## config.mk

```make
export PLATFORM = sky130hd
export DESIGN_NAME = frequency_meter_with_lcd_readout
export DESIGN_NICKNAME = d
export VERILOG_FILES = /design/src/fmr_pkg.sv /design/src/frequency_meter_with_lcd_readout.sv /design/src/fmr_front.sv /design/src/fmr_queue.sv /design/src/fmr_div.sv /design/src/fmr_back.sv
export VERILOG_INCLUDE_DIRS = /design/src /design/src/src
export SDC_FILE = /design/constraint.sdc
export NUM_CORES = 1
export LEC_CHECK = 0
export BUFFER_PORTS_ARGS = -buffer_cell sky130_fd_sc_hd__buf_2
export CORE_ASPECT_RATIO = 2
export CORE_MARGIN = 2
export CORE_UTILIZATION = 30
export CTS_CLUSTER_SIZE = 40
export DETAILED_ROUTE_END_ITERATION = 7
export GPL_TIMING_DRIVEN = 1
export PLACE_DENSITY_LB_ADDON = 0.05
export SETUP_SLACK_MARGIN = 0.5
export SYNTH_ARGS = -nofsm -noshare
export SYNTH_HDL_FRONTEND = slang
export SYNTH_SLANG_ARGS = --single-unit
export TNS_END_PERCENT = 10
```

## constraint.sdc

```tcl
create_clock -name clk -period 10.8 [get_ports clk]
set_clock_uncertainty 0.15 [all_clocks]
set_input_delay 0.54 -clock clk [delete_from_list [all_inputs] [get_ports clk]]
set_output_delay 0.54 -clock clk [all_outputs]
set_load 0.01 [all_outputs]
```

## src/frequency_meter_with_lcd_readout_defines.svh

```systemverilog
// ----------------------------------------------------------------------------
// Frequency meter assertion macros
// Property macros for the frequency meter, switched off by ASSERT_OFF.
// ----------------------------------------------------------------------------
`ifndef FREQUENCY_METER_WITH_LCD_READOUT_DEFINES_SVH
`define FREQUENCY_METER_WITH_LCD_READOUT_DEFINES_SVH

`ifndef ASSERT_OFF
// same-cycle implication
`define FMR_ASSERT_NOW(lbl, pre, post, msg) \
  lbl: assert property (@(posedge clk) disable iff (rst) (pre) |-> (post)) \
    else $error(msg);
// next-cycle implication
`define FMR_ASSERT_NEXT(lbl, pre, post, msg) \
  lbl: assert property (@(posedge clk) disable iff (rst) (pre) |=> (post)) \
    else $error(msg);
`else
`define FMR_ASSERT_NOW(lbl, pre, post, msg)
`define FMR_ASSERT_NEXT(lbl, pre, post, msg)
`endif

`endif

```

## src/fmr_pkg.sv

```systemverilog
// ----------------------------------------------------------------------------
// Frequency meter package
// Beat types, command codes, display characters and word layout.
// ----------------------------------------------------------------------------
package fmr_pkg;

  // input and output beats
  typedef struct packed {
    logic [1:0]  opcode;
    logic [11:0] adc_value;
  } in_beat_t;

  typedef struct packed {
    logic        register_select;
    logic [7:0]  lcd_byte;
    logic        last_of_run;
    logic [11:0] dac_level;
  } out_beat_t;

  // opcodes, also used as queued command kinds
  localparam logic [1:0] OP_TICK = 2'd0;
  localparam logic [1:0] OP_EDGE = 2'd1;
  localparam logic [1:0] OP_ADC  = 2'd2;

  // queued command
  typedef struct packed {
    logic [1:0]  kind;
    logic [11:0] adc;
  } cmd_t;

  // queue status seen by both sides
  typedef struct packed {
    logic full;
    logic not_empty;
  } q_stat_t;

  localparam int Q_DEPTH = 4;
  localparam int Q_AW    = 2;

  localparam logic [7:0]  TPU_RESET = 8'd48;
  localparam logic [13:0] FREQ_MAX  = 14'd9999;
  localparam logic [19:0] USEC_PER_SEC = 20'd1000000;

  // display bytes
  localparam logic [7:0] LCD_LINE1  = 8'h80;
  localparam logic [7:0] LCD_LINE2  = 8'hC0;
  localparam logic [7:0] CH_F       = 8'h46;
  localparam logic [7:0] CH_COLON   = 8'h3A;
  localparam logic [7:0] CH_H       = 8'h48;
  localparam logic [7:0] CH_Z       = 8'h7A;
  localparam logic [7:0] CH_R       = 8'h52;
  localparam logic [7:0] CH_O       = 8'h4F;
  localparam logic [7:0] CH_LOWER_H = 8'h68;
  localparam logic [7:0] CH_ZERO    = 8'h30;

  // word positions within one refresh
  localparam logic [4:0] W_LINE1_END = 5'd8;
  localparam logic [4:0] W_LAST      = 5'd17;

  typedef struct packed {
    logic       rs;
    logic [7:0] chr;
    logic       digit;
    logic [1:0] scale_idx;
  } lcd_word_t;

  // fixed part of each refresh word
  function automatic lcd_word_t lcd_word(input logic [4:0] idx);
    lcd_word_t w;
    w = '{rs: 1'b1, chr: CH_ZERO, digit: 1'b0, scale_idx: 2'd0};
    unique case (idx)
      5'd0:  begin w.rs = 1'b0; w.chr = LCD_LINE1; end
      5'd1:  w.chr = CH_F;
      5'd2:  w.chr = CH_COLON;
      5'd3:  begin w.digit = 1'b1; w.scale_idx = 2'd0; end
      5'd4:  begin w.digit = 1'b1; w.scale_idx = 2'd1; end
      5'd5:  begin w.digit = 1'b1; w.scale_idx = 2'd2; end
      5'd6:  begin w.digit = 1'b1; w.scale_idx = 2'd3; end
      5'd7:  w.chr = CH_H;
      5'd8:  w.chr = CH_Z;
      5'd9:  begin w.rs = 1'b0; w.chr = LCD_LINE2; end
      5'd10: w.chr = CH_R;
      5'd11: w.chr = CH_COLON;
      5'd12: begin w.digit = 1'b1; w.scale_idx = 2'd0; end
      5'd13: begin w.digit = 1'b1; w.scale_idx = 2'd1; end
      5'd14: begin w.digit = 1'b1; w.scale_idx = 2'd2; end
      5'd15: begin w.digit = 1'b1; w.scale_idx = 2'd3; end
      5'd16: w.chr = CH_O;
      5'd17: w.chr = CH_LOWER_H;
      default: w.chr = CH_ZERO;
    endcase
    return w;
  endfunction

  // decimal weight of a digit position, most significant first
  function automatic logic [13:0] dec_scale(input logic [1:0] i);
    logic [13:0] s;
    unique case (i)
      2'd0: s = 14'd1000;
      2'd1: s = 14'd100;
      2'd2: s = 14'd10;
      2'd3: s = 14'd1;
      default: s = 14'd1;
    endcase
    return s;
  endfunction

endpackage

```

## src/frequency_meter_with_lcd_readout.sv

```systemverilog
// A tick or first edge passes the front-end staging register and the queue before the
// back end applies it; an ADC beat starts the display refresh, one word a cycle while
// the receiver does not stall. A closing edge runs a period divide, then a frequency
// divide for a nonzero period. Commands wait in the queue during a refresh or divide.
// Synchronous reset clears control state and loads ticks_per_microsecond with 48.
// ----------------------------------------------------------------------------
// Frequency meter with display readout
// Reciprocal frequency counter: front end, command queue, back end, divider.
// ----------------------------------------------------------------------------
`include "frequency_meter_with_lcd_readout_defines.svh"

module frequency_meter_with_lcd_readout import fmr_pkg::*; #(
  parameter int COUNTER_WIDTH = 32
) (
  input  logic      clk,
  input  logic      rst,
  input  logic      cfg_wr_en,
  input  logic [7:0] cfg_wr_data,
  input  logic      in_valid,
  output logic      in_stall,
  input  in_beat_t  in_data,
  output logic      out_valid,
  input  logic      out_stall,
  output out_beat_t out_data
);

  // divider wide enough for the count and for one million
  localparam int DW = (COUNTER_WIDTH > 20) ? COUNTER_WIDTH : 20;

  logic          q_push;
  cmd_t          q_push_cmd;
  logic          q_pop;
  cmd_t          q_pop_cmd;
  q_stat_t       q_stat;
  logic          div_start;
  logic [DW-1:0] div_dividend;
  logic [DW-1:0] div_divisor;
  logic          div_done;
  logic [DW-1:0] div_quot;

  fmr_front u_front (
    .clk      (clk),
    .rst      (rst),
    .in_valid (in_valid),
    .in_stall (in_stall),
    .in_data  (in_data),
    .push     (q_push),
    .push_cmd (q_push_cmd),
    .q_stat   (q_stat)
  );

  fmr_queue u_queue (
    .clk      (clk),
    .rst      (rst),
    .push     (q_push),
    .push_cmd (q_push_cmd),
    .pop      (q_pop),
    .pop_cmd  (q_pop_cmd),
    .q_stat   (q_stat)
  );

  fmr_div #(
    .W (DW)
  ) u_div (
    .clk      (clk),
    .rst      (rst),
    .start    (div_start),
    .dividend (div_dividend),
    .divisor  (div_divisor),
    .done     (div_done),
    .quotient (div_quot)
  );

  fmr_back #(
    .CW (COUNTER_WIDTH),
    .DW (DW)
  ) u_back (
    .clk          (clk),
    .rst          (rst),
    .cfg_wr_en    (cfg_wr_en),
    .cfg_wr_data  (cfg_wr_data),
    .q_stat       (q_stat),
    .pop          (q_pop),
    .pop_cmd      (q_pop_cmd),
    .out_valid    (out_valid),
    .out_stall    (out_stall),
    .out_data     (out_data),
    .div_start    (div_start),
    .div_dividend (div_dividend),
    .div_divisor  (div_divisor),
    .div_done     (div_done),
    .div_quot     (div_quot)
  );

  // checks
  `FMR_ASSERT_NOW(a_no_push_full, q_push, !q_stat.full, "push into full queue")
  `FMR_ASSERT_NOW(a_no_pop_empty, q_pop, q_stat.not_empty, "pop from empty queue")
  `FMR_ASSERT_NEXT(a_push_fills, q_push && !q_pop, q_stat.not_empty, "pushed command lost")
  `FMR_ASSERT_NOW(a_last_word, out_valid && out_data.last_of_run, out_data.lcd_byte == CH_LOWER_H, "bad last word")
  `FMR_ASSERT_NOW(a_cmd_word, out_valid && !out_data.register_select, out_data.lcd_byte == LCD_LINE1 || out_data.lcd_byte == LCD_LINE2, "bad command word")

endmodule

```

## src/fmr_front.sv

```systemverilog
// ----------------------------------------------------------------------------
// Frequency meter front end
// Takes input beats, drops unused opcodes and stages commands for the queue.
// ----------------------------------------------------------------------------
module fmr_front import fmr_pkg::*; (
  input  logic     clk,
  input  logic     rst,
  input  logic     in_valid,
  output logic     in_stall,
  input  in_beat_t in_data,
  output logic     push,
  output cmd_t     push_cmd,
  input  q_stat_t  q_stat
);

  logic hold_valid;
  cmd_t hold_cmd;
  logic accept;
  logic is_cmd;

  // one staging register in front of the queue
  assign push     = hold_valid && !q_stat.full;
  assign in_stall = hold_valid && q_stat.full;
  assign accept   = in_valid && !in_stall;
  assign push_cmd = hold_cmd;

  // opcode 3 carries no command
  assign is_cmd = (in_data.opcode == OP_TICK) || (in_data.opcode == OP_EDGE) ||
                  (in_data.opcode == OP_ADC);

  always_ff @(posedge clk) begin
    if (rst) begin
      hold_valid <= 1'b0;
    end else if (accept) begin
      hold_valid <= is_cmd;
    end else if (push) begin
      hold_valid <= 1'b0;
    end
  end

  // command payload, sample only kept for ADC beats
  always_ff @(posedge clk) begin
    if (accept) begin
      hold_cmd.kind <= in_data.opcode;
      hold_cmd.adc  <= (in_data.opcode == OP_ADC) ? in_data.adc_value : 12'd0;
    end
  end

endmodule

```

## src/fmr_queue.sv

```systemverilog
// ----------------------------------------------------------------------------
// Frequency meter command queue
// Short FIFO that decouples the front end from the executing back end.
// ----------------------------------------------------------------------------
module fmr_queue import fmr_pkg::*; (
  input  logic    clk,
  input  logic    rst,
  input  logic    push,
  input  cmd_t    push_cmd,
  input  logic    pop,
  output cmd_t    pop_cmd,
  output q_stat_t q_stat
);

  cmd_t            ent [Q_DEPTH];
  logic [Q_AW-1:0] wr_ptr;
  logic [Q_AW-1:0] rd_ptr;
  logic [Q_AW:0]   count;

  assign q_stat.full      = (count == (Q_AW+1)'(Q_DEPTH));
  assign q_stat.not_empty = (count != '0);
  assign pop_cmd          = ent[rd_ptr];

  // pointers and fill level
  always_ff @(posedge clk) begin
    if (rst) begin
      wr_ptr <= '0;
      rd_ptr <= '0;
      count  <= '0;
    end else begin
      if (push) wr_ptr <= wr_ptr + 1'b1;
      if (pop)  rd_ptr <= rd_ptr + 1'b1;
      if (push && !pop) begin
        count <= count + 1'b1;
      end else if (pop && !push) begin
        count <= count - 1'b1;
      end
    end
  end

  // entry storage
  always_ff @(posedge clk) begin
    if (push) ent[wr_ptr] <= push_cmd;
  end

endmodule

```

## src/fmr_div.sv

```systemverilog
// ----------------------------------------------------------------------------
// Frequency meter divider
// Restoring unsigned divider, one quotient bit per cycle.
// ----------------------------------------------------------------------------
module fmr_div #(
  parameter int W = 32
) (
  input  logic         clk,
  input  logic         rst,
  input  logic         start,
  input  logic [W-1:0] dividend,
  input  logic [W-1:0] divisor,
  output logic         done,
  output logic [W-1:0] quotient
);

  localparam int CNT_W = $clog2(W + 1);

  logic [W-1:0]     rem;
  logic [W-1:0]     quo;
  logic [W-1:0]     dvs;
  logic [CNT_W-1:0] cnt;
  logic             busy;
  logic [W:0]       rem_sh;
  logic [W:0]       diff;

  // trial subtract
  assign rem_sh   = {rem, quo[W-1]};
  assign diff     = rem_sh - {1'b0, dvs};
  assign quotient = quo;

  // control
  always_ff @(posedge clk) begin
    if (rst) begin
      busy <= 1'b0;
      done <= 1'b0;
      cnt  <= '0;
    end else begin
      done <= 1'b0;
      if (start) begin
        busy <= 1'b1;
        cnt  <= CNT_W'(W);
      end else if (busy) begin
        cnt <= cnt - 1'b1;
        if (cnt == CNT_W'(1)) begin
          busy <= 1'b0;
          done <= 1'b1;
        end
      end
    end
  end

  // datapath
  always_ff @(posedge clk) begin
    if (start) begin
      rem <= '0;
      quo <= dividend;
      dvs <= divisor;
    end else if (busy) begin
      quo <= {quo[W-2:0], !diff[W]};
      rem <= diff[W] ? rem_sh[W-1:0] : diff[W-1:0];
    end
  end

endmodule

```

## src/fmr_back.sv

```systemverilog
// ----------------------------------------------------------------------------
// Frequency meter back end
// Runs queued commands: tick counting, period and frequency divides, and the
// eighteen-word display refresh through a registered output beat.
// ----------------------------------------------------------------------------
module fmr_back import fmr_pkg::*; #(
  parameter int CW = 32,
  parameter int DW = 32
) (
  input  logic          clk,
  input  logic          rst,
  input  logic          cfg_wr_en,
  input  logic [7:0]    cfg_wr_data,
  input  q_stat_t       q_stat,
  output logic          pop,
  input  cmd_t          pop_cmd,
  output logic          out_valid,
  input  logic          out_stall,
  output out_beat_t     out_data,
  output logic          div_start,
  output logic [DW-1:0] div_dividend,
  output logic [DW-1:0] div_divisor,
  input  logic          div_done,
  input  logic [DW-1:0] div_quot
);

  localparam logic [1:0] ST_IDLE       = 2'd0;
  localparam logic [1:0] ST_DIV_PERIOD = 2'd1;
  localparam logic [1:0] ST_DIV_FREQ   = 2'd2;
  localparam logic [1:0] ST_EMIT       = 2'd3;

  logic [1:0]    state;
  logic [7:0]    tpu;
  logic          edge_seen;
  logic          counting;
  logic [CW-1:0] tick_count;
  logic [13:0]   freq;
  logic [11:0]   adc_reg;
  logic [13:0]   rest;
  logic [4:0]    wi;

  logic          out_load;
  logic          period_start;
  logic          freq_start;
  lcd_word_t     word;
  logic [13:0]   scale;
  logic [13:0]   thr;
  logic [3:0]    digit;
  logic [13:0]   sub;
  logic [14:0]   sum5;
  logic [13:0]   resist;
  logic [DW-1:0] q_minus1;
  logic [13:0]   freq_calc;
  logic [CW-1:0] count_m1;

  assign pop      = (state == ST_IDLE) && q_stat.not_empty;
  assign out_load = !out_valid || !out_stall;

  // count - 1 wraps at the counter width
  assign count_m1 = tick_count - CW'(1);

  // divider requests: period first, then the reciprocal
  assign period_start = pop && (pop_cmd.kind == OP_EDGE) && edge_seen;
  assign freq_start   = (state == ST_DIV_PERIOD) && div_done && (div_quot != '0);
  assign div_start    = period_start || freq_start;

  always_comb begin
    if (period_start) begin
      div_dividend = DW'(count_m1);
      div_divisor  = (tpu == 8'd0) ? DW'(1) : DW'(tpu);
    end else begin
      div_dividend = DW'(USEC_PER_SEC);
      div_divisor  = div_quot;
    end
  end

  // frequency = quotient - 1, clamped to the display range
  assign q_minus1 = div_quot - DW'(1);
  always_comb begin
    if (div_quot == '0) begin
      freq_calc = 14'd0;
    end else if (q_minus1 > DW'(FREQ_MAX)) begin
      freq_calc = FREQ_MAX;
    end else begin
      freq_calc = q_minus1[13:0];
    end
  end

  // one decimal digit per word
  assign word  = lcd_word(wi);
  assign scale = dec_scale(word.scale_idx);
  always_comb begin
    digit = 4'd0;
    sub   = 14'd0;
    thr   = 14'd0;
    for (int k = 1; k <= 9; k++) begin
      thr = 14'(k) * scale;
      if (rest >= thr) begin
        digit = 4'(k);
        sub   = thr;
      end
    end
  end

  // adc * 5 / 4
  assign sum5   = {3'b000, adc_reg} + {1'b0, adc_reg, 2'b00};
  assign resist = {1'b0, sum5[14:2]};

  // control and measurement state
  always_ff @(posedge clk) begin
    if (rst) begin
      state      <= ST_IDLE;
      tpu        <= TPU_RESET;
      edge_seen  <= 1'b0;
      counting   <= 1'b0;
      tick_count <= '0;
      freq       <= '0;
      wi         <= '0;
      out_valid  <= 1'b0;
    end else begin
      if (cfg_wr_en) tpu <= cfg_wr_data;
      if (out_valid && !out_stall) out_valid <= 1'b0;
      unique case (state)
        ST_IDLE: begin
          if (pop) begin
            unique case (pop_cmd.kind)
              OP_TICK: begin
                if (counting) tick_count <= tick_count + CW'(1);
              end
              OP_EDGE: begin
                if (!edge_seen) begin
                  tick_count <= '0;
                  counting   <= 1'b1;
                  edge_seen  <= 1'b1;
                end else begin
                  counting  <= 1'b0;
                  edge_seen <= 1'b0;
                  state     <= ST_DIV_PERIOD;
                end
              end
              OP_ADC: begin
                wi    <= '0;
                state <= ST_EMIT;
              end
              default: state <= ST_IDLE;
            endcase
          end
        end
        ST_DIV_PERIOD: begin
          if (div_done) begin
            if (div_quot == '0) begin
              freq  <= FREQ_MAX;
              state <= ST_IDLE;
            end else begin
              state <= ST_DIV_FREQ;
            end
          end
        end
        ST_DIV_FREQ: begin
          if (div_done) begin
            freq  <= freq_calc;
            state <= ST_IDLE;
          end
        end
        ST_EMIT: begin
          if (out_load) begin
            out_valid <= 1'b1;
            if (wi == W_LAST) begin
              state <= ST_IDLE;
            end else begin
              wi <= wi + 5'd1;
            end
          end
        end
        default: state <= ST_IDLE;
      endcase
    end
  end

  // refresh datapath
  always_ff @(posedge clk) begin
    if (pop && (pop_cmd.kind == OP_ADC)) begin
      adc_reg <= pop_cmd.adc;
      rest    <= freq;
    end else if ((state == ST_EMIT) && out_load) begin
      if (wi == W_LINE1_END) begin
        rest <= resist;
      end else if (word.digit) begin
        rest <= rest - sub;
      end
    end
  end

  // output beat register
  always_ff @(posedge clk) begin
    if ((state == ST_EMIT) && out_load) begin
      out_data.register_select <= word.rs;
      out_data.lcd_byte        <= word.digit ? (CH_ZERO + {4'd0, digit}) : word.chr;
      out_data.last_of_run     <= (wi == W_LAST);
      out_data.dac_level       <= adc_reg;
    end
  end

endmodule

```

# After elaboration in Yosys (flattened, before gate mapping)
# Memory sizes are Yosys's and may differ from the RTL's. A register that Yosys moved wholly into a read port is not among the register bits.
# Index checks and enable logic that the tools add are counted.
totals:
  register_bits: 237
  mem_bits_rw: 56
  inputBits: 27
  output_inout_bits: 24
  wordCells: 226
  mem_count: 1
mem_list:
  columns: ["memory", "words", "word_bits", "rd", "rd_clocked_by_memory_dff", "wr", "line", "text"]
  rows:
  - ["u_queue.ent", 4, 14, 1, 1, 1, "fmr_queue.sv:15", "cmd_t ent [Q_DEPTH];"]
op_classes:
  addsub: 13
  mul: 5
  n_lt_le_gt_ge: 10
  n_eq_ne: 41
  n_mux: 74
  n_bitwise: 1
  n_reduce_logical: 55
ops:
  columns: ["op", "count"]
  rows:
  - ["two-way mux 14 bit", 18]
  - ["two-way mux 32 bit", 7]
  - [">= comparator 14 bit", 9]
  - ["case mux 8 bit (9 select lines)", 1]
  - ["case mux 32 bit (2 select lines)", 1]
  - ["subtractor 32 x 1 -> 32 bit (second input constant)", 2]
  - ["case mux 14 bit (4 select lines)", 1]
  - ["equality test 5 x 4 -> 1 bit (second input constant)", 8]
  - ["subtractor 33 x 32 -> 33 bit", 1]
  - ["adder 32 x 1 -> 32 bit (second input constant)", 1]
  - ["greater-than comparator 32 x 14 -> 1 bit (second input constant)", 1]
  - ["logical NOT 32 bit", 1]
  - ["nonzero test 32 bit", 1]
  - ["multiplier 3 x 14 -> 14 bit (first input constant)", 2]
  - ["case mux 14 bit (2 select lines)", 1]
  - ["two-way mux 2 bit", 11]
  - ["equality test 5 x 3 -> 1 bit (second input constant)", 4]
  - ["two-way mux 5 bit", 4]
  - ["two-way mux 3 bit", 6]
  - ["two-way mux 8 bit", 2]
  - ["inequality test 2 bit (second input constant)", 8]
  - ["adder 12 x 14 -> 15 bit", 1]
  - ["multiplier 2 x 14 -> 13 bit (first input constant)", 1]
  - ["multiplier 2 x 14 -> 14 bit (first input constant)", 1]
  - ["40 further kinds", 106]

# Longest topological paths before layout
# Gate-level depths: netlist of run 1.
depth:
  depth_word: 20
  mapped_depth: 33
  depth_no_buf: 31

# By module
# From an unflattened synthesis of run 1, not the netlist that was laid out.
hier_totals:
  hier_cells: 1940
  hier_area_um2: 18799.3
modules_own_cells:
  columns: ["mod", "n_inst", "cells_each", "area_each_um2", "seq_area_each_um2"]
  rows:
  - ["fmr_back", 1, 1216, 9791.9, 2702.6]
  - ["fmr_div", 1, 573, 5952.0, 2722.6]
  - ["fmr_queue", 1, 117, 2478.6, 1861.8]
  - ["fmr_front", 1, 34, 576.8, 440.4]

# Least setup slack after synthesis of run 1
# No wires, ideal clock.
synth_timing:
  kind: "register to register"
  startpoint: "register u_back.wi[0]"
  endpoint: "register u_back.rest[7], data pin"
  setup_time_ps: 260
  arrival_ps: 6237
  t_required_ps: 10390
  path_slack_ps: 4153
  stages_incl_launch_ff: 27
  n_path_buf: 2
  synth_period_minus_slack_ps: 6647
  path_cell_list: "dfxtp_1 -> ha_1 -> and3_1 -> ha_1 -> nor2b_1 -> clkbuf_1 -> inv_1 -> ha_1 -> ha_1 -> or4b_2 -> a32oi_1 -> a311o_1 -> a31oi_1 -> o211ai_1 -> nor2_1 -> clkbuf_1 -> a221oi_1 -> ha_1 -> nor2b_1 -> o21a_1 -> o21ai_0 -> nor4b_1 -> nor2_1 -> a21oi_1 -> xor2_1 -> mux2i_1 -> mux2_2"
synth_between:
  elab_chain_cells: 20
  word_cells_on_any_way: 47
  classes_between: "add/sub: 1; mul: 5; order compare: 9; eq/ne: 12; mux: 15; reduce/logical: 5"
synth_rtl:
  columns: ["item", "line", "text"]
  rows:
  - ["start, declared", "fmr_back.sv:40", "logic [4:0] wi;"]
  - ["start signal, assigned", "fmr_back.sv:171", "wi <= wi + 5'd1;"]
  - ["branches (longest 17 deep; another with multiplier 2 x 14 -> 14 bit)", null, null]
  - ["two-way mux 14 bit (*)", "fmr_back.sv:186", "if (wi == W_LINE1_END) begin"]
  - ["two-way mux 14 bit (*)", "fmr_back.sv:185", "end else if ((state == ST_EMIT) && out_load) begin"]
  - ["two-way mux 14 bit (*)", "fmr_back.sv:182", "if (pop && (pop_cmd.kind == OP_ADC)) begin"]
  - ["end signal, assigned", "fmr_back.sv:184", "rest <= freq;"]
  - ["end signal, assigned", "fmr_back.sv:187", "rest <= resist;"]
  - ["end signal, assigned", "fmr_back.sv:189", "rest <= rest - sub;"]
  - ["end, declared", "fmr_back.sv:39", "logic [13:0] rest;"]
# Mark *: on every way between the ends. The select of a mux whose other input is x is not followed.
# A chain may end at the register's enable or synchronous reset.

# Worst setup path after layout of run 1
layout_timing:
  startpoint: "register u_back.wi[0]"
  endpoint: "register u_back.rest[13], data pin"
# The elaborated chain is that of the path after synthesis.

==> results_dict.tcl, run 1 <==
set metrics [dict create \
    slowest_stage "ha_1" \
    num_rows 128 \
    finalHoldViolCount 0 \
    clkSlewWorstSetupHoldPaths_ns 0.07 \
    syn_inst 1914 \
    avgViaCountPerCell 5.15 \
    hold_buffers 3 \
    fin_crit_ns 7.88 \
    final_max_slew_viol_count 0 \
    drc_errors 0 \
    synth-edff-count 182 \
    synth_sequential_area_ratio 0.420 \
    synth_top_cell_by_area "edfxtp_1" \
    holdPathEnd "u_back.tpu[3]" \
    grt_pass1_wl_um 82400 \
    cts_root_buf "clkbuf_16" \
    n_fill_cell 6203 \
    cap_violations 0 \
    grt_max_degree 71 \
    rsz0062_at_grt "no" \
    clock_path_buffers 3 \
    finalCritPeriodShare 0.729 \
    seqCellArea_mm2 0.00773 \
    drive_gt1_frac 0.0916 \
    whs_path_depth 3 \
    worstSkewPairLatency_ns 0.60 \
    grt_usage 0.168 \
    min-delay-start "cfg_wr_data[3]" \
    die_area_mm2 0.0634 \
    die_height_um 354 \
    yosys_register_bits 295 \
    reg2reg_depth 30 \
    reg2reg_slack_ns 2.92 \
    path_class "flop to flop" \
    first_pass_iters 5 \
    ant_nets 0 \
    nNetsFinal 2101 \
    ys.warnings.count 0 \
    die_w_um 179 \
    syn_to_final_growth_pct 11.4 \
    total_leakage_power_uw 0.00796 \
    first_iter_violations 701 \
    largest_reg_flops 56 \
    ys_async_sr_fraction 0 \
    worst_slew_pin_slew_ns 1.01 \
    place_hpwl_um 39800 \
    finalWeightedCongestion 0.875 \
    antenna_found_initial 0 \
    cp_max_fo 18 \
    postCtsSetupBuffers 0 \
    max_freq_mhz 127 \
    vdd_drop_max_uv 134 \
    synth.cell_area_mm2 0.0184 \
    detail_route.wl_per_cell_um 19.4 \
    slowest_delay_ns 0.60 \
    cts_resized 0 \
    wl_um 53100 \
    r2r_end "u_back.rest[13]" \
    relSlewSlack 0.328 \
    vias 14078 \
    initial_core_util 0.303 \
    setup.worst_path.end_class "flop" \
    status "finished, final reports clean" \
    hp-class "primary input to flop" \
    setup_viol 0 \
    power_density_mw_per_mm2 254 \
    cp-start-kind "flop" \
    synth.distinct_cells 91 \
    io_pins 51 \
    cts_tree "yes" \
    r2r_start "u_back.wi[0]" \
    core_area_mm2 0.0607 \
    fin_setup_tns_ns 0 \
    cts.sinks 295 \
    grt.overflow.total 0 \
    regMostFlops "u_queue.ent" \
    cp.arrival_ns 8.04 \
    synth_area_leaders "edfxtp_1 (30%), dfxtp_1 (12%), ha_1 (9.5%)" \
    grt_pass1_vias 14274 \
    fin_util 0.337 \
    syn_nets 2085 \
    cts_inserted_buffers 30 \
    multi_input_area_mm2 0.00992 \
    required_ns 10.96 \
    yosys.area.top_type_share 0.297 \
    synthFlopType "edfxtp_1" \
    avgSynthCellArea_um2 9.60 \
    htree_levels 1 \
    port_buffers 50 \
    antenna_cells 0 \
]
-- worst max path at each step --
stage | depth (start not counted) | end | startpoint | slack [ns]
4_1_cts | 30 | u_back.rest[13] | u_back.wi[0] | 2.91
6_report | 30 | u_back.rest[13] | u_back.wi[0] | 2.92
3_5_place_dp | 30 | u_back.rest[13] | u_back.wi[0] | 2.95
5_1_grt | 26 | u_back.rest[13] | u_back.wi[0] | 2.27
2_1_floorplan | 26 | u_back.rest[7] | u_back.wi[0] | 4.15
3_3_place_gp | 25 | u_back.rest[13] | u_back.wi[0] | 3.10
-- cell families after synthesis --
logic type | synth area share
and+or+nand+nor | 0.163
AOI/OAI and AO/OA | 0.175
DFF | 0.420
buffers and inverters | 0.0413
adders and majority gates | 0.100
xor gates and xnor gates | 0.0581
muxes | 0.0423
-- routing by layer --
| metal | vias to the layer above | wire length (um) | GRT usage | part of all wire |
|---|---|---|---|---|
| met5 | - | 0 | 0 | 0 |
| met4 | 0 | 2280 | 0.0712 | 0.043 |
| met3 | 103 | 1120 | 0.0143 | 0.021 |
| met2 | 228 | 28800 | 0.321 | 0.54 |
| met1 | 6718 | 20900 | 0.186 | 0.39 |
| li1 | 7029 | - | - | - |
-- synthesized netlist by cell type, types with 9 or more instances --
cell type,count
and3_1,18
or3_1,21
xor2_1,52
nor2b_1,19
nand4_1,18
xnor2_1,70
mux2_2,9
buf_2,10
ha_1,140
clkbuf_1,64
nor3_1,43
a211oi_1,18
nand2_1,152
edfxtp_1,182
mux2i_1,36
o211ai_1,13
a31oi_1,29
nand2b_1,20
o31ai_1,11
o21a_1,21
mux4_2,14
nand3b_1,10
inv_1,104
dfxtp_1,113
nor2_1,159
a21oi_1,132
nand3_1,46
a21o_1,34
nor4_1,12
o21ai_0,124
and2_1,47
-- report_power, final --
group	internal [uW]	leakage [uW]	switching (uW)	total, uW
clock network	635	0.000519	474	1110
registers	1420	0.00259	221	1640
logic	1030	0.00485	1430	2450
total	3080	0.00796	2120	5200
-- placed cells by master (no fill, tap or decap), drive strengths merged, types with 34 or more instances in the layout --
cell	instances
nor3	46
buf	66
xor2	52
nand3	47
clkbuf	49
xnor2	70
inv	109
ha	140
dfxtp	113
nor2	159
and2	47
nand2	153
o21ai	129
mux2i	36
a21o	34
edfxtp	182
a21oi	132
-- worst max-delay path, delay by kind of cell, from the launching register on --
kind / cells / cell delay (ns)
AOI/OAI and AO/OA: 15 / 3.06
xor gates and xnor gates: 1 / 0.21
adders and majority gates: 5 / 1.59
buffers and inverters: 2 / 0.77
DFF: 1 / 0.42
and+or+nand+nor: 7 / 1.38
-- area by class of cell --
type,count,area share
clock inverters,7,0.00232
flip-flops and latches,295,0.377
repair buffers,69,0.0196
multi-input cells,1428,0.485
clock buffers,49,0.0488
well taps,780,0.0477
inverters,106,0.0194
-- through the flow --
step | instance area (um^2) | hold slack, ns | setup WS [ns] | instances | total power (uW)
5_1_grt | 20500 | 0.0315 | 2.27 | 2734 | 5610
2_1_floorplan | 18400 | 0.283 | 4.15 | 1914 | 3460
6_report | 20500 | 0.0466 | 2.92 | 2734 | 5200
4_1_cts | 20500 | 0.00132 | 2.91 | 2734 | 5280
3_3_place_gp | 19400 | 0.325 | 3.10 | 2675 | 4120
3_5_place_dp | 19400 | 0.328 | 2.95 | 2675 | 4130
No activity file was read; power rests on OpenSTA's default activity.
==> run 2: changes to the inputs <==
==> constraint.sdc (replaced) <==
create_clock -name clk -period 7.72 [get_ports clk]
set_clock_uncertainty 0.15 [all_clocks]
set_input_delay 0.386 -clock clk [delete_from_list [all_inputs] [get_ports clk]]
set_output_delay 0.386 -clock clk [all_outputs]
set_load 0.01 [all_outputs]
==> run 2 against run 1 <==
Power is 46% higher. Via count increased by 1.2%. Register-to-register slack worse by 2.0 ns. Hold slack better by 0.10 ns. Utilization is 0.93 points higher. Die area did not move. Worst setup slack worse by 2.0 ns. Sequential power grew 40%. Non-clock buffer count increased by 40. Combinational power rose by 45%. Count of clock-buffer cells in the layout is 8 lower. Clock power is 59% higher. Critical path type unchanged. Largest cell class unchanged. Largest power group unchanged.
==> results_dict.tcl, run 2 (synthesis results as in run 1) <==
set metrics [dict create \
    finalHoldViolCount 0 \
    hp-class "primary input to flop" \
    clkSlewWorstSetupHoldPaths_ns 0.06 \
    combPwrFrac 0.466 \
    switchingPower_uw 3070 \
    first_pass_iters 5 \
    relSlewSlack 0.310 \
    cts_inserted_buffers 34 \
    power.internal_uw 4550 \
    cts_tree "yes" \
    power_density_mw_per_mm2 362 \
    fin_setup_tns_ns 0 \
    cap_violations 0 \
    cp.arrival_ns 6.95 \
    final_max_slew_viol_count 0 \
    first_iter_violations 626 \
    fin_crit_ns 6.83 \
    required_ns 7.84 \
    cp_max_fo 16 \
    htree_levels 2 \
    total_leakage_power_uw 0.00821 \
    syn_to_final_growth_pct 14.4 \
    grt.overflow.total 0 \
    antenna_cells 0 \
    core_area_mm2 0.0607 \
    grt_usage 0.176 \
    setup.worst_path.end_class "flop" \
    place_hpwl_um 41800 \
    initial_core_util 0.303 \
    status "finished, final reports clean" \
    detail_route.wl_per_cell_um 20.0 \
    grt_pass1_wl_um 85100 \
    drc_errors 0 \
    die_height_um 354 \
    avgViaCountPerCell 5.13 \
    die_w_um 179 \
    worstSkewPairLatency_ns 0.56 \
    mostFrequentLayoutCells "edfxtp_1 (182), nor2_1 (159), nand2_1 (152), ha_1 (137), a21oi_1 (128)" \
    vias 14244 \
    largest_reg_flops 56 \
    rsz0062_at_grt "yes" \
    wl_um 55500 \
    cts_root_buf "clkbuf_16" \
    port_buffers 50 \
    worst_slew_pin_slew_ns 1.03 \
    dp.cells 2693 \
    power_frac_clock 0.232 \
    layout.cells.non_filler 2779 \
    setup_viol 0 \
    finalWeightedCongestion 0.877 \
    cts.sinks 295 \
    grt_pass1_vias 14503 \
    power_uw 7620 \
    vdd_drop_max_uv 197 \
    ant_nets 0 \
    seqPwrFrac 0.302 \
    die_area_mm2 0.0634 \
    finalCritPeriodShare 0.885 \
    nNetsFinal 2145 \
    regMostFlops "u_queue.ent" \
    max_freq_mhz 146 \
    drive_gt1_frac 0.106 \
    n_fill_cell 6138 \
    clock_path_buffers 3 \
    grt_max_degree 71 \
    antenna_found_initial 1 \
    path_class "flop to flop" \
    cp-start-kind "flop" \
    io_pins 51 \
    p_sw_frac 0.403 \
    mostFrequentLayoutCell "edfxtp_1" \
    num_rows 128 \
]
-- run 2: cell count changes in the layout (fill, tap and decap cells not counted), moves of 5 or more --
| cell | delta |
|---|---|
| buf_4 | +19 |
| bufinv_16 | +6 |
| clkinv_1 | +5 |
| dlygate4sd3_1 | +21 |
-- run 2: worst paths after layout --
kind,start,end,slack [ns],depth (start not counted)
max,u_back.wi[0],u_back.rest[13],0.89,25
min,cfg_wr_en,u_back.tpu[4],0.15,3
max reg2reg,u_back.wi[0],u_back.rest[13],0.89,25
min reg2reg,u_back.freq[11],u_back.freq[11],0.34,2
-- run 2: critical path, cell delays in order (launching register included) --
cell,delay [ns]
dfxtp_1,0.36
ha_1,0.27
and3_1,0.20
ha_1,0.24
a21oi_2,0.16
buf_4,0.21
ha_2,0.31
inv_1,0.33
ha_1,0.31
o21ai_0,0.07
a31oi_1,0.06
or4_1,0.42
a21oi_2,0.30
o211ai_1,0.22
buf_4,0.26
o41ai_1,0.67
o41ai_1,0.13
o21a_1,0.24
ha_1,0.36
o21a_1,0.14
nor2_1,0.04
o31a_1,0.31
a211o_1,0.31
o21ai_0,0.24
xnor2_1,0.15
o31ai_1,0.08
-- run 2: cell type report --
class	instances	area, um^2	share of cell area
well taps	780	976	0.0464
flip-flops and latches	295	7730	0.367
inverters	106	398	0.0189
repair buffers	109	753	0.0358
multi-input cells	1428	9980	0.475
clock buffers	41	917	0.0436
clock inverters	20	280	0.0133
-- run 2: power by group through the flow --
stage	Sequential (uW)	Clock, uW	Combinational [uW]
floorplan	2160	0	2680
global placement	2340	0	3500
detailed placement	2340	0	3510
CTS	2310	1840	3540
global route	2340	1880	3960
finish	2300	1770	3550
-- run 2: repair_timing --
action,in CTS,in global routing
gates resized for setup,1,17
buffers inserted,0,1
hold buffers,24,0
hold endpoints to repair,24,0
pin swaps,0,3
setup endpoints to repair,2,8
-- run 2: routing by layer --
| layer | track usage | vias to the layer above | share of wire |
|---|---|---|---|
| met5 | 0 | - | 0 |
| met4 | 0.0779 | 0 | 0.045 |
| met3 | 0.0157 | 95 | 0.020 |
| met2 | 0.339 | 224 | 0.55 |
| met1 | 0.188 | 6798 | 0.39 |
| li1 | - | 7127 | - |
-- run 2: per-stage QoR --
step / hold WS (ns) / setup WS (ns) / cell area [um^2] / utilization
CTS: 0.128 / 0.507 / 21000 / 0.345
global placement: 0.327 / 0.660 / 19500 / 0.322
global route: 0.162 / 0.482 / 21000 / 0.347
floorplan: 0.283 / 1.07 / 18400 / -
finish: 0.151 / 0.891 / 21000 / 0.347
detailed placement: 0.326 / 0.511 / 19500 / 0.322
==> run 3: changes to the inputs <==
--- a/config.mk
+++ b/config.mk
@@ -6,6 +6,7 @@
 export SDC_FILE = /design/constraint.sdc
 export NUM_CORES = 1
 export LEC_CHECK = 0
+export ABC_AREA = 1
 export BUFFER_PORTS_ARGS = -buffer_cell sky130_fd_sc_hd__buf_2
 export CORE_ASPECT_RATIO = 2
 export CORE_MARGIN = 2
==> run 3 against run 2 <==
Clock power down 3%. Worst setup slack lost 0.051 ns. Synthesized cell count increased by 45%. Combinational power shrank 53%. Critical path type unchanged. Largest cell class unchanged. Highest routed layer unchanged.
==> results_dict.tcl, run 3 <==
set metrics [dict create \
    dr.max_layer_used "met4" \
    syn_inst 2779 \
    synth_common_cells "nand2_1 (657), inv_1 (417), nor2_1 (314)" \
    avgViaCountPerCell 4.96 \
    required_ns 7.86 \
    path_class "flop to flop" \
    synthFlopType "edfxtp_1" \
    fin_ws_ns 0.841 \
    yosys.area.top_type_share 0.270 \
    die_height_um 371 \
    slowest_delay_ns 0.46 \
    cp_max_fo 8 \
    routed-wl-met2_um 45600 \
    cp-start-kind "flop" \
    power_density_mw_per_mm2 236 \
    htree_levels 2 \
    synth.distinct_cells 66 \
    cts_tree "yes" \
    crit_cells 35 \
    core_area_mm2 0.0667 \
    status "finished, final reports clean" \
    reg2reg_slack_ns 0.84 \
    drc_errors 0 \
    wl_um 78600 \
    place_hpwl_um 62900 \
    cap_violations 0 \
    cpLargestDelayFamily "compound AO/OA/AOI/OAI gates" \
    vias 18696 \
    grt.overflow.total 0 \
    final_max_slew_viol_count 0 \
    worst_slew_pin_slew_ns 1.19 \
    grt_pass1_vias 19459 \
    r2r_end "u_back.rest[12]" \
    cts_root_buf "clkbuf_16" \
    rsz0062_at_grt "yes" \
    setup_viol 0 \
    cp.arrival_ns 7.01 \
    n_fill_cell 7315 \
    antenna_cells 0 \
    total_leakage_power_uw 0.0103 \
    finalWeightedCongestion 0.961 \
    first_iter_violations 950 \
    reg2reg_depth 35 \
    clkSlewWorstSetupHoldPaths_ns 0.06 \
    fin_crit_ns 6.88 \
    synth_area_leaders "edfxtp_1 (27%), nand2_1 (12%), dfxtp_1 (11%)" \
    syn_to_final_growth_pct 13.1 \
    synth_most_common_cell "nand2_1" \
    synth-edff-count 182 \
    antenna_found_initial 0 \
    die_w_um 188 \
    detail_route.wl_per_cell_um 20.9 \
    worstSkewPairLatency_ns 0.56 \
    finalCritPeriodShare 0.891 \
    mostFrequentLayoutCells "nand2_1 (657), inv_1 (416), nor2_1 (308), a21oi_1 (201), o21ai_0 (190)" \
    die_area_mm2 0.0696 \
    avgSynthCellArea_um2 7.28 \
    io_pins 51 \
    ant_nets 0 \
    grt_usage 0.225 \
    setup.worst_path.start "u_back.wi[0]" \
    yosys_register_bits 295 \
    r2r_start "u_back.wi[0]" \
    largest_reg_flops 56 \
    postCtsSetupBuffers 0 \
    place_ws_ns 0.736 \
    drt-met1-wl_um 25200 \
    synth_top_cell_by_area "edfxtp_1" \
    vdd_drop_max_uv 228 \
    synth_sequential_area_ratio 0.382 \
    ys_async_sr_fraction 0 \
    cts.sinks 295 \
    initial_core_util 0.303 \
    slowest_stage "o31ai_2" \
    syn_nets 2950 \
    port_buffers 50 \
    grt_max_degree 60 \
    max_freq_mhz 145 \
    setup.worst_path.end_class "flop" \
    finalHoldViolCount 0 \
    regMostFlops "u_queue.ent" \
    clock_path_buffers 3 \
    endpoint "u_back.rest[12]" \
    critPathBufInv 5 \
    nNetsFinal 3028 \
    hp-class "primary input to flop" \
    cts_inserted_buffers 34 \
    fin_setup_tns_ns 0 \
    synth.cell_area_mm2 0.0202 \
    first_pass_iters 5 \
    mostFrequentLayoutCell "nand2_1" \
    relSlewSlack 0.204 \
    grt_pass1_wl_um 118000 \
    wl_met3_um 1540 \
    drive_gt1_frac 0.0680 \
    num_rows 134 \
    ys.warnings.count 0 \
]
==> run 3: cell types whose count changed after synthesis, moves of 26 or more <==
| cell | delta |
|---|---|
| clkbuf_1 | -32 |
| xnor2_1 | -61 |
| nand2_1 | +505 |
| nand4_1 | +26 |
| a21o_1 | -30 |
| a21oi_1 | +70 |
| mux2i_1 | -36 |
| nor2_1 | +155 |
| o21ai_0 | +66 |
| and2_1 | -42 |
| inv_1 | +313 |
| nand3_1 | +113 |
==> run 3: per-stage QoR <==
step / hold WS (ns) / cell area (um^2) / power [uW] / util / cells
floorplan: 0.283 / 20200 / 3110 / - / 2779
global placement: 0.302 / 21500 / 3710 / 0.322 / 3681
detailed placement: 0.312 / 21500 / 3720 / 0.322 / 3681
CTS: 0.0230 / 22900 / 5480 / 0.342 / 3767
global route: 0.0437 / 22900 / 5730 / 0.343 / 3767
finish: 0.0542 / 22900 / 5400 / 0.343 / 3767
==> run 3: worst min-delay path by stage <==
stage               slack, ns  cells past startpoint               from             endpoint
detailed placement       0.31                      2  u_queue.rd_ptr[1]    u_queue.rd_ptr[1]
global placement         0.30                      2  u_queue.rd_ptr[1]    u_queue.rd_ptr[1]
finish                   0.05                      3         in_data[0]  u_front.push_cmd[0]
floorplan                0.28                      0  u_back.adc_reg[0]   u_back.out_data[0]
CTS                      0.02                      3          cfg_wr_en        u_back.tpu[0]
global route             0.04                      3         in_data[0]  u_front.push_cmd[0]
==> run 3: area by class of cell <==
type	count	area (um^2)	area share
clock inverter	19	180	0.00788
timing repair buffer	104	716	0.0313
multi-input combinational	1994	10600	0.463
tap	884	1110	0.0484
clock buffer	43	948	0.0415
sequential	295	7730	0.338
inverter	428	1610	0.0704
==> run 3: logic make-up (layout without fill, tap and decap cells) <==
| family | count (synthesis) | after routing | synth area share |
|---|---|---|---|
| AOI/OAI and AO/OA | 501 | 501 | 0.135 |
| xor gates and xnor gates | 41 | 41 | 0.0178 |
| adders and majority gates | 144 | 144 | 0.0906 |
| buffers and inverters | 490 | 594 | 0.0963 |
| DFF | 295 | 295 | 0.382 |
| and+or+nand+nor | 1308 | 1308 | 0.278 |
==> run 3: repair_timing <==
action | 4_1_cts | 5_1_grt
hold buffers | 24 | 0
endpoints found under the hold margin | 22 | 0
gates resized for setup | 0 | 4
endpoints found under the setup margin | 0 | 6
==> run 3: worst reg2reg max path, delay by kind of cell (launching register included) <==
family	cells	cell delay, ns
buffers and inverters	5	0.78
DFF	1	0.34
AOI/OAI and AO/OA	14	2.20
and+or+nand+nor	11	1.72
adders and majority gates	5	1.41
==> run 3: routing by layer <==
metal | vias to the layer above | global-route usage
li1 | 9368 | -
met1 | 8813 | 0.189
met2 | 334 | 0.477
met3 | 181 | 0.0206
met4 | 0 | 0.162
met5 | - | 0
==> run 3: report_power, final <==
group	leakage, uW	internal (uW)	switching [uW]
Combinational	0.00717	504	1160
Sequential	0.00258	1870	150
Clock	0.000545	977	735
